===== src/hdl/vn_pkg.sv =====
// Shared types and constants for the vector normalizer.
`timescale 1ns / 1ps
package vn_pkg;

    // Depth of the queue between front and back.
    localparam int unsigned VN_QDEPTH = 4;
    localparam int unsigned VN_QPTR_W = $clog2(VN_QDEPTH);

    // Queue status seen by the front and the back.
    typedef struct packed {
        logic full;
        logic empty;
    } t_q_stat;

endpackage


===== src/hdl/vn_front.sv =====
// Front end: accepts a vector, forms magnitudes, signs and the sum of squares.
`timescale 1ns / 1ps
module vn_front import vn_pkg::*; #(
    parameter int COMP_WIDTH = 16
) (
    input  logic                          i_clk,
    input  logic                          i_rst_n,
    input  logic                          i_valid,
    output logic                          o_stall,
    input  logic signed [COMP_WIDTH-1:0]  i_comp_x,
    input  logic signed [COMP_WIDTH-1:0]  i_comp_y,
    input  logic signed [COMP_WIDTH-1:0]  i_comp_z,
    input  t_q_stat                       i_q_stat,
    output logic                          o_q_wr,
    output logic [3+5*COMP_WIDTH-1:0]     o_q_data
);
    localparam int CW = COMP_WIDTH;
    localparam int SW = 2 * COMP_WIDTH;

    logic                  r_fv;
    logic [2:0]            r_neg;
    logic [2:0][CW-1:0]    r_mag;
    logic                  w_acc;
    logic [2:0][CW-1:0]    w_raw;
    logic [SW-1:0]         w_sum;

    assign w_raw   = {i_comp_z, i_comp_y, i_comp_x};
    assign o_stall = r_fv & i_q_stat.full;
    assign w_acc   = i_valid & ~o_stall;
    assign o_q_wr  = r_fv & ~i_q_stat.full;

    // Valid flag of the front register
    always_ff @(posedge i_clk) begin
        if (!i_rst_n) begin
            r_fv <= 1'b0;
        end else if (w_acc) begin
            r_fv <= 1'b1;
        end else if (o_q_wr) begin
            r_fv <= 1'b0;
        end
    end

    // Sign and magnitude per component; the most negative value maps to 2^(CW-1)
    always_ff @(posedge i_clk) begin
        if (w_acc) begin
            for (int l = 0; l < 3; l++) begin
                r_neg[l] <= w_raw[l][CW-1];
                r_mag[l] <= w_raw[l][CW-1] ? (~w_raw[l] + CW'(1)) : w_raw[l];
            end
        end
    end

    // Sum of squares, cannot exceed 3 * 2^(2CW-2)
    always_comb begin
        w_sum = '0;
        for (int l = 0; l < 3; l++) begin
            w_sum = w_sum + SW'(r_mag[l] * r_mag[l]);
        end
    end

    assign o_q_data = {r_neg, r_mag, w_sum};

endmodule


===== config.mk =====
export PLATFORM = sky130hd
export DESIGN_NAME = vn_front
export DESIGN_NICKNAME = d
export VERILOG_FILES = /design/src/hdl/vn_pkg.sv /design/src/hdl/vn_front.sv
export SDC_FILE = /design/constraint.sdc
export NUM_CORES = 2
export LEC_CHECK = 0
export BUFFER_PORTS_ARGS = -buffer_cell sky130_fd_sc_hd__buf_4
export CORE_MARGIN = 2
export CORE_UTILIZATION = 50
export CTS_CLUSTER_DIAMETER = 30
export DETAILED_ROUTE_END_ITERATION = 6
export GPL_TIMING_DRIVEN = 0
export HOLD_SLACK_MARGIN = 0.05
export PLACE_DENSITY = 0.78
export SLEW_MARGIN = 0
export SYNTH_ARGS = -nofsm -noshare
export SYNTH_HDL_FRONTEND = slang
export SYNTH_SLANG_ARGS = --single-unit

===== constraint.sdc =====
create_clock -name i_clk -period 12.4 [get_ports i_clk]
set_input_delay 1.86 -clock i_clk [delete_from_list [all_inputs] [get_ports i_clk]]
set_output_delay 1.86 -clock i_clk [all_outputs]
set_load 0.01 [all_outputs]

== Word-level counts from Yosys, hierarchy flattened ==
Cells that the tools add are included.

* Register bits: 52
* Word-level logic and storage cells: 30
* Bits of input ports: 53
* Latch bits: 0
* Bits in writable memories: 0
* Memories kept: 0
* Memory bits (read-only): 0

* Shift-type cells: 0
* Divide/modulo/power cells: 0
* Bitwise gates (word level): 8
* Muxes and demuxes: 5
* Reduce and logical (&&, ||, !) cells: 1
* Multipliers: 3
* $add $sub $neg: 5
* Equal/unequal tests: 0
* Order comparisons: 0

{| class="wikitable"
|+ Operators by type and width
! cell !! number
|-
| multiplier 16 x 16 -> 32 bit || 3
|-
| adder 32 bit || 2
|-
| adder 16 x 1 -> 16 bit, second input constant || 3
|-
| inverter 16 bit || 3
|-
| 2-to-1 mux 15 bit || 3
|-
| bitwise AND 1 bit || 3
|-
| 2-to-1 mux 1 bit || 2
|-
| inverter 1 bit || 2
|-
| nonzero test 2 bit || 1
|}

== Logic depth before layout (Yosys ltp) ==
* Word-level depth: 4
* Gate-level depth with buffers: 30
* Gate-level depth less buffers: 30

== Worst setup path after synthesis ==
Ideal clock, no wire load.

* Path type: flip-flop to output port
* Start: register r_mag, in the netlist o_q_data[68]
* End: output port o_q_data[26]
* Arrival: 7533 ps
* Required time: 10540 ps
* Cell stages (with the launch flop): 26
* Setup slack: 3007 ps
* Path buffers: 1
* Path through: edfxtp_1 > clkbuf_1 > nand2_1 > fa_1 > inv_1 > fa_1 > inv_1 > fa_1 > fa_1 > inv_1 > fa_1 > fa_1 > inv_1 > fa_1 > inv_1 > fa_1 > fa_1 > ha_1 > a2111oi_2 > nor3_1 > a221oi_2 > a21oi_2 > o211ai_2 > a21boi_1 > or4_1 > nand3_1

* Longest elaborated chain between the ends: 2

{| class="wikitable"
|+ Ends and longest elaborated chain
! what !! RTL line !! RTL
|-
| from (decl) || vn_front.sv:22 || <nowiki>logic [2:0][CW-1:0] r_mag;</nowiki>
|-
| from (signal, indexed assignment) || vn_front.sv:48 || <nowiki>r_mag[l] <= w_raw[l][CW-1] ? (~w_raw[l] + CW'(1)) : w_raw[l];</nowiki>
|-
| multiplier 16 x 16 -> 32 bit || vn_front.sv:57 || <nowiki>w_sum = w_sum + SW'(r_mag[l] * r_mag[l]);</nowiki>
|-
| adder 32 bit || vn_front.sv:57 ||
|-
| to (decl) || vn_front.sv:15 || <nowiki>output logic [3+5*COMP_WIDTH-1:0] o_q_data</nowiki>
|}

Every way passes these cells.

== Final worst setup path ==
* Start: register r_mag, in the netlist o_q_data[41]
* End: output port o_q_data[31]

* Longest elaborated chain between the ends: 3

{| class="wikitable"
|+ Ends and longest elaborated chain
! what !! RTL line
|-
| multiplier 16 x 16 -> 32 bit || vn_front.sv:57
|-
| adder 32 bit (2 in a row) || vn_front.sv:57
|}

Every way passes these cells.

==> results.md <==
- Initial antenna violation count: 3
- Clock Latency Late Sink: 0.32 ns
- Fin worst setup slack: 0.508 ns
- Final Non-Filler Cells: 3284
- Pre-CTS setup slack: 0.898 ns
- TNS Setup: 0 ns
- Clock Skews: 0.0101 ns
- Post-synth EDFFs: 51
- First-pass GRT wire length: 98000 um
- Worst R2R Path Depth: 3
- Final ANT Viol Nets: 0
- Post-CTS Setup Bufs: 0
- Post-synth top area cell: fa_1
- Gr usage total: 0.254
- Flops & latches, synth: 52
- Synth Cell Area: 24500 um^2
- Iter 0 DRT Violations: 864
- WL final: 60100 um
- Gp weighted congestion: 0.951
- Die height: 225 um
- Slew Limit Fails: 0
- Clock sink total: 52
- Crit-path max FO: 10
- Placed insts: 3276
- Synth-to-layout area growth: 8.05%
- Crit path kind: flip-flop to output port
- # DRC: 0
- Sequential fraction of the synthesis area: 0.0633
- Max clock buf depth: 2
- Via count: 17100
- CTS resizes: 0
- Nets: 3586
- Worst setup EP type: output port
- Max_slew headroom: 0.384
- Data required time of the critical path: 10.54 ns
- Layout cells sized above 1: 0.0605
- Class of the worst hold path: flip-flop to flip-flop
- Grt ovf: 0
- Worst path top cell family by delay: adder cells
- IO Port Bufs: 136
- CTS tree: yes
- RSZ-0062 raised after global routing: no
- WP depth: 28
- Most common library cell in the layout ignoring fill and taps: inv_1
- IO Count: 138
- DP Wirelength: 53500 um
- Worst path slowest cell: a211oi_1
- CP dominant cell by count: fa_1
- Final setup fails: 0
- Number of buffers created by CTS: 5
- Fin crit period: 11.89 ns
- CP bufs+invs: 9
- DR WL/cell: 18.3 um
- Largest net degree at the start of global routing: 28
- DRT Pass-1 Iters: 5
- Via density: 5.20
- Max Fclk: 84.1 MHz
- Worst-path clk slew: 0.08 ns
- Die area: 50800 um^2
- Yosys synthesis warning count: 0
- Worst slew pin tran: 0.919 ns
- Most frequent cells in the layout: inv_1, fa_1, ha_1
- Critical Path Start Type: flip-flop
- Vias in the first global route: 19600
- Root Buffer: clkbuf_16
- Data arrival time of the worst path: 10.03 ns
- Post-Synthesis Cells: 2517
- Netlist cell types: 52
- Avg Cell Area, Syn: 9.74 um^2
- Top cell type's share of synthesized area: 0.497
- Synth Flop Type: edfxtp_1
- CTS Hold Buffers Added: 0
- Syn Nets: 3442
- Status: finished, final reports clean
- Slowest Stage Delay on Critical Path: 0.76 ns
- Die Wd: 225 um
- # rows: 81
- FFs w/ async S/R, synth: 0
- Initial Utilization: 0.504
- Layout Utilization: 0.544
- Post-route clock period utilization: 0.959
- N_diodes: 0
- Hold Crit Depth: 2
- H-tree Lvls: 2
- Core area: 48600 um^2
- Synth area leaders: fa_1, ha_1, inv_1, edfxtp_1, and2_1
- Max_cap viols: 0
- Hold Vio Cnt, Final: 0
## metal layers
| layer | GRT usage | routed length [um] | part of all wire |
|---|---|---|---|
| met5 | 0 | 22 | 0.00037 |
| met4 | 0.108 | 2810 | 0.047 |
| met3 | 0.0416 | 3970 | 0.066 |
| met2 | 0.458 | 32100 | 0.53 |
| met1 | 0.299 | 21300 | 0.35 |
## worst reg2reg max path: cells and delay by family (launching register included)
kind / cells / cell delay [ns]
flip-flops: 1 / 0.31
buffers and inverters: 1 / 0.28
AND/OR/NAND/NOR: 2 / 0.84
## state kept, by name, summed over array words and instances (netlist names)
name	cells
o_q_data	48
r_fv	1
r_neg	3
## per-stage QoR
stage	hold WS, ns	cell area (um^2)
after floorplan	0.631	24500
after global placement	0.578	26300
after detailed placement	0.678	26300
after CTS	0.701	26500
after global routing	0.741	26500
final	0.694	26500
## cell usage after synthesis, types with 2 or more instances
library cell    n
nor3_1          9
nand4_1         2
mux2_2          2
o21bai_1        5
xor2_1         19
ha_1          264
nand2b_1        7
clkbuf_1       55
or3_1          12
o31ai_1        11
and3_1          2
o211ai_1        7
fa_1          608
nor4b_1         4
o21a_1          2
inv_1         816
nand3_1         9
nand2_1       194
edfxtp_1       51
a31o_2          2
a211oi_1        8
or2_2           5
xnor2_1        71
and2_1        199
a31oi_1         3
a21oi_1        32
nor2_1         41
nor2b_1        13
o21ai_0        28
or4_1           3
a21o_1         12
## path summary, 6_finish.rpt
kind / start / end / slack, ns
worst max-delay path: o_q_data[41] / o_q_data[31] / 0.51
worst min register to register: r_fv / r_fv / 0.69
worst min-delay path: r_fv / r_fv / 0.69
worst max register to register: r_fv / o_q_data[33] / 10.61
## final cells by class
class                           instances  area [um^2]
Buffer                                 55          206
Clock buffer                            5          125
Clock inverter                          3         21.3
Fill cell                            4304        22200
Inverter                              816         3060
Multi-Input combinational cell       1594        19700
Sequential cell                        52         1550
Tap cell                              622          778
Timing Repair Buffer                  137         1040
## kinds of logic after synthesis
logic type | Yosys count | synth area share
compound gates | 126 | 0.0345
xor+xnor | 90 | 0.0322
buf+inv | 871 | 0.133
fa+ha+maj | 872 | 0.631
other cells | 1 | 0.000153
flops | 52 | 0.0633
mux | 3 | 0.00133
simple gates | 502 | 0.104
Power is left out: the tool's default activity adds up to more than one toggle a clock period on the data nets, which glitch-free logic cannot reach.
