$ cat src/hdl/vn_pkg.sv
// Shared types and constants for the vector normalizer.
`timescale 1ns / 1ps
package vn_pkg;

    // Depth of the queue between front and back.
    localparam int unsigned VN_QDEPTH = 4;
    localparam int unsigned VN_QPTR_W = $clog2(VN_QDEPTH);

    // Queue status seen by the front and the back.
    typedef struct packed {
        logic full;
        logic empty;
    } t_q_stat;

endpackage

$ cat src/hdl/vn_queue.sv
// Short queue between the front end and the back end.
`timescale 1ns / 1ps
module vn_queue import vn_pkg::*; #(
    parameter int DATA_W = 83
) (
    input  logic              i_clk,
    input  logic              i_rst_n,
    input  logic              i_wr,
    input  logic [DATA_W-1:0] i_wdata,
    input  logic              i_rd,
    output logic [DATA_W-1:0] o_rdata,
    output t_q_stat           o_stat
);
    logic [DATA_W-1:0]    r_mem [0:VN_QDEPTH-1];
    logic [VN_QPTR_W-1:0] r_wp;
    logic [VN_QPTR_W-1:0] r_rp;
    logic [VN_QPTR_W:0]   r_cnt;

    assign o_stat.full  = (r_cnt == (VN_QPTR_W+1)'(VN_QDEPTH));
    assign o_stat.empty = (r_cnt == '0);
    assign o_rdata      = r_mem[r_rp];

    // Pointers and fill count
    always_ff @(posedge i_clk) begin
        if (!i_rst_n) begin
            r_wp  <= '0;
            r_rp  <= '0;
            r_cnt <= '0;
        end else begin
            if (i_wr) begin
                r_wp <= r_wp + VN_QPTR_W'(1);
            end
            if (i_rd) begin
                r_rp <= r_rp + VN_QPTR_W'(1);
            end
            if (i_wr && !i_rd) begin
                r_cnt <= r_cnt + (VN_QPTR_W+1)'(1);
            end else if (!i_wr && i_rd) begin
                r_cnt <= r_cnt - (VN_QPTR_W+1)'(1);
            end
        end
    end

    // Storage
    always_ff @(posedge i_clk) begin
        if (i_wr) begin
            r_mem[r_wp] <= i_wdata;
        end
    end

endmodule

$ cat config.mk
export PLATFORM = sky130hd
export DESIGN_NAME = vn_queue
export DESIGN_NICKNAME = d
export VERILOG_FILES = /design/src/hdl/vn_pkg.sv /design/src/hdl/vn_queue.sv
export SDC_FILE = /design/constraint.sdc
export NUM_CORES = 1
export LEC_CHECK = 0
export ABC_AREA = 0
export BUFFER_PORTS_ARGS = -buffer_cell sky130_fd_sc_hd__buf_2
export CAP_MARGIN = 10
export CORE_MARGIN = 3
export CORE_UTILIZATION = 50
export CTS_BUF_LIST = sky130_fd_sc_hd__clkbuf_2 sky130_fd_sc_hd__clkbuf_4 sky130_fd_sc_hd__clkbuf_8
export DETAILED_ROUTE_END_ITERATION = 6
export GPL_TIMING_DRIVEN = 0
export PLACE_DENSITY = 0.84
export SKIP_CTS_REPAIR_TIMING = 1
export SYNTH_ARGS = -nofsm -noshare
export SYNTH_HDL_FRONTEND = slang
export SYNTH_SLANG_ARGS = --single-unit
$ cat constraint.sdc
create_clock -name i_clk -period 2.8 [get_ports i_clk]
set_input_delay 0.56 -clock i_clk [delete_from_list [all_inputs] [get_ports i_clk]]
set_output_delay 0.56 -clock i_clk [all_outputs]
set_load 0.05 [all_outputs]
# [Word-level counts from Yosys, hierarchy flattened]
# Memory sizes are Yosys's and may differ from the RTL's. A register that Yosys moved wholly into a read port is not among the register bits.
# Index checks and enable logic that the tools add are counted.
[totals] reg_bits=7 latchBits=0 mem_bits_rw=332 mem_bits_ro=0 inputBits=87 output_inout_bits=85 word_cells=21 memories=1
[mem_list] memory="r_mem" words=4 word_bits=83 read_ports=1 rd_ports_with_merged_regs=1 wr=1 line="vn_queue.sv:14" source="logic [DATA_W-1:0] r_mem [0:VN_QDEPTH-1];"
[classes] add_sub_neg=4 multipliers=0 div_mod_pow=0 order_cmp=0 eq_ne=1 shifts=0 muxes=6 bitwise=0 reduce_logical=6
[op_table] cell="2-to-1 mux 3 bit" count=2
[op_table] cell="adder 2 x 1 -> 2 bit (second input constant)" count=2
[op_table] cell="2-to-1 mux 2 bit" count=2
[op_table] cell="adder 3 x 1 -> 3 bit (second input constant)" count=1
[op_table] cell="== test 3 bit (second input constant)" count=1
[op_table] cell="zero test 3 bit" count=1
[op_table] cell="subtractor 3 x 1 -> 3 bit (second input constant)" count=1
[op_table] cell="logical AND 1 bit" count=2
[op_table] cell="zero test 1 bit" count=2
[op_table] cell="2-to-1 mux 1 bit" count=2
[op_table] cell="nonzero test 2 bit" count=1

# [Logic depth before layout (Yosys ltp)]
[logic_depth] ltp_word=4 mapped_depth=7

# [Worst setup path after synthesis]
# No wires, ideal clock.
[synth_path] kind="input-to-reg" from="input i_wr" to="memory r_mem[0][0] (enable)" setup_time_ps=450 t_arrival_ps=2490 slack_ps=-140 stages=1 n_path_buf=0 path_cell_list="and2_1"
[synth_between] elab_chain_cells=2
[synth_lines] element="start: declaration" line="vn_queue.sv:8" source="input logic i_wr,"
[synth_lines] element="2-to-1 mux 1 bit" line="vn_queue.sv:46" source="if (i_wr) begin"
[synth_lines] element="2-to-1 mux 1 bit (not written as such)" line="vn_queue.sv:47" source="r_mem[r_wp] <= i_wdata;"
[synth_lines] element="end: declaration" line="vn_queue.sv:14"
# Every way passes these cells.

==> metrics.md <==
| Metric | Value |
|---|---|
| Vias | `5700` |
| Net Sw Frac | `between 20% and 30%` |
| Final Hold Violating Endpoints | `0` |
| Worst r2r src | `r_wp[0]` |
| Number of flops mapped to enable cells by yosys | `332` |
| Predominant post-synthesis flop cell | `sky130_fd_sc_hd__edfxtp_1` |
| Final Slew Violations | `0` |
| Worst hold start | `i_wdata[76]` |
| Series of cell instances along the critical path | `buf_6 -> buf_6 -> mux4_2 -> buf_2` |
| Hold Path End | `r_mem[1][76]` |
| Actual transition at the worst max-transition pin | `~690 ps` |
| Number of library cell types mapped by synthesis | `20` |
| Combined area of all synthesized cells | `12400 sq um` |
| Result of the run | `completed` |
| X dimension of the die | `around 160 microns` |
| Final setup viols | `0` |
| Summed negative setup slack over all endpoints | `0 ps` |
| Fmax | `0.378 GHz` |
| Largest net degree at the start of global routing | `44` |
| Number of clock sinks | `between 300 and 400` |
| Area share of the largest cell type after synthesis | `about four fifths` |
| Drt wl/cell | `21.0 microns` |
| Cells after Synth | `476` |
| Number of global-route vias before repair | `6313` |
| Sum of net half-perimeters after detailed placement | `13.9 mm` |
| Total Power | `11.5 mW` |
| Rel. slew slack | `54.3%` |
| Required time of the critical path | `approximately 2200 ps` |
| Final ANT Viol Nets | `0` |
| Wire length of the first global-routing pass | `35.1 mm` |
| Lkg Pwr | `roughly 5.1 nW` |
| Area of the placeable core | `24400 sq um` |
| Worst path setup slack after routing | `158 ps` |
| Sequential-to-total area share from yosys stat | `81.7%` |
| Arrival @ worst endpoint | `2080 ps` |
| Max rail drop VDD | `501 uV` |
| Hold_ws | `228 ps` |
| Area Growth Syn to Fin | `19.4%` |
| Critical register-to-register path endpoint | `r_mem[2][48]` |
| Count of port buffers added during placement | `roughly 170` |
| Buffering stage count on the worst path with inverters included | `3` |
| Critical path fanouts, max | `10` |
| Max-cap check violation count | `0` |
| Pre-antenna DRT Iters | `5` |
| Via density per instance | `5.35` |
| Pwr Density | `779 nW/um^2` |
| Worst clock skew | `15.6 ps` |
| Cell family contributing the most delay on the critical path | `buffers and inverters` |
| Yosys reg bits | `341` |
| Worst reg2reg path depth | `4` |
| Share of layout cells above drive strength 1 | `around half` |
| TritonCTS clock tree | `yes` |
| Top post-synthesis cells by count | `sky130_fd_sc_hd__edfxtp_1 (332), sky130_fd_sc_hd__mux4_2 (83), sky130_fd_sc_hd__and2_1 (9), sky130_fd_sc_hd__buf_2 (9), sky130_fd_sc_hd__dfxtp_1 (9)` |
| Setup CP Type | `reg -> out` |
| Share of the clock period used by the worst path | `94.4%` |
| Clock-pin transition on the worst setup and hold timing paths | `~60 ps` |
| Initial antenna violation count | `0` |
| DP Worst Slack | `667 ps` |
| Wirelength, routed | `between 20 and 25 mm` |
| # diodes | `0` |
| Remaining global-route overflow | `0` |
| Number of top-level pins | `172` |
| Avg Inst Size Synth | `~26 sq um` |
| All-Layer GR Usage | `between 10% and 20%` |
| Cell taking the most area after synthesis | `sky130_fd_sc_hd__edfxtp_1` |
| Die area | `26800 sq um` |
| Internal power of the cells | `8.62 mW` |
| Starting Density | `50.9%` |
| Hold Path Class | `in -> reg` |
| Site Rows | `57` |
| Height of the die | `164 microns` |
| Net Sw Power | `2.93 mW` |
| Depth of the CTS H-tree | `2` |
| Share of synthesized registers carrying an async set or reset | `0%` |
| Weighted congestion reported at the end of routability-driven placement | `0.689` |
| Net count of the mapped netlist | `between 500 and 600` |
| Leading post-synthesis cells by cell area | `sky130_fd_sc_hd__edfxtp_1 (80%), sky130_fd_sc_hd__mux4_2 (15%), sky130_fd_sc_hd__dfxtp_1 (1.5%)` |
| Clock Latency Late Sink | `540 ps` |
| Share of the core filled with cells | `between 60% and 70%` |
| DRC violation total after the first TritonRoute iteration | `377` |
| Fin crit period | `approximately 2600 ps` |
| # DRC | `0` |
| Root cell of the clock tree | `sky130_fd_sc_hd__clkbuf_8` |
| Combinational share of power | `14.6%` |
| Most frequent cell on the critical path | `sky130_fd_sc_hd__buf_6` |
| Count leader, synth | `sky130_fd_sc_hd__edfxtp_1` |
| Clock buffer count from CTS | `51` |
| R2R Setup Slk | `900 ps` |
| Launching element type of the critical path | `flip-flop` |
| Setup repair after global routing missed its margin | `false` |
| Critical path capture point type | `output pin` |
| Yosys warnings | `0` |
| Cell at the slowest stage of the critical path | `sky130_fd_sc_hd__mux4_2` |
| CP peak stage delay | `540 ps` |
| NumNets Final | `797` |
| Hold Path Depth | `1` |
| Clock buffer depth | `3` |
| Clock power frac | `34.1%` |
| Sequential share of power | `51.3%` |
through the flow:
stage	instance area, sq um	cells
2_1_floorplan	12400	476
3_3_place_gp	13700	971
3_5_place_dp	13800	975
4_1_cts	14800	1065
5_1_grt	14800	1065
6_report	14800	1065
layout make-up:
type                    count  area (sq um)
flip-flops and latches    341         10100
fillers                  1724          9560
multi-input cells         113          2130
repair buffers            175           966
clock buffers              74           900
well taps                 324           405
plain buffers              18           149
clock inverters            16           119
inverters                   4          15.0
registers in the layout, summed over array words and instances, names as in the netlist, named ones only:
register  flops
r_mem       332
r_cnt         3
r_rp          2
r_wp          2
worst max path at each step:
| stage | start | end | slack [ps] | depth (start not counted) |
|---|---|---|---|---|
| 4_1_cts | flip-flop | o_rdata[26] | 60 | 4 |
| 3_3_place_gp | i_wr | r_mem[0][34] | -60 | 2 |
| 3_5_place_dp | flip-flop | o_rdata[44] | 670 | 4 |
| 2_1_floorplan | r_cnt[1] | o_stat[1] | 740 | 1 |
| 6_report | flip-flop | o_rdata[22] | 160 | 4 |
| 5_1_grt | flip-flop | o_rdata[5] | 9 | 4 |
layout by cell type, fill, tap and decap left out, drive strengths merged, types with 3 or more instances in the layout:
| cell type | netlist | final |
|---|---|---|
| buf | 17 | 188 |
| edfxtp | 332 | 332 |
| xor2 | 3 | 3 |
| dfxtp | 9 | 9 |
| and2 | 9 | 9 |
| inv | 4 | 4 |
| clkinv | 0 | 14 |
| clkbuf | 1 | 79 |
| ha | 5 | 5 |
| mux4 | 83 | 83 |
cells by family after synthesis:
| group | count (synthesis) | synth area share (%) |
|---|---|---|
| AOI/OAI and AO/OA | 2 | 0.101 |
| xor gates and xnor gates | 5 | 0.353 |
| adders and majority gates | 6 | 0.665 |
| buffers and inverters | 22 | 1.24 |
| DFF | 341 | 81.7 |
| muxes | 85 | 15.2 |
| and+or+nand+nor | 15 | 0.735 |
layer usage:
metal | part of all wire [%] | vias up | track usage [%]
met2 | 52 | 186 | 29.2
met5 | 0 | - | 0
met3 | 5.7 | 33 | 4.31
li1 | - | 2506 | -
met4 | 2.0 | 0 | 5.07
met1 | 40 | 2975 | 21.8
power by group through the flow:
stage / Combinational (mW) / Sequential [mW] / Clock [mW]
5_1_grt: 1.78 / 5.94 / 4.30
2_1_floorplan: 1.26 / 6.02 / 0
3_3_place_gp: 1.64 / 6.02 / 0
4_1_cts: 1.72 / 5.93 / 4.06
3_5_place_dp: 1.71 / 6.03 / 0
6_report: 1.69 / 5.93 / 3.93
Note: power is estimated with default switching activity, not from simulation.
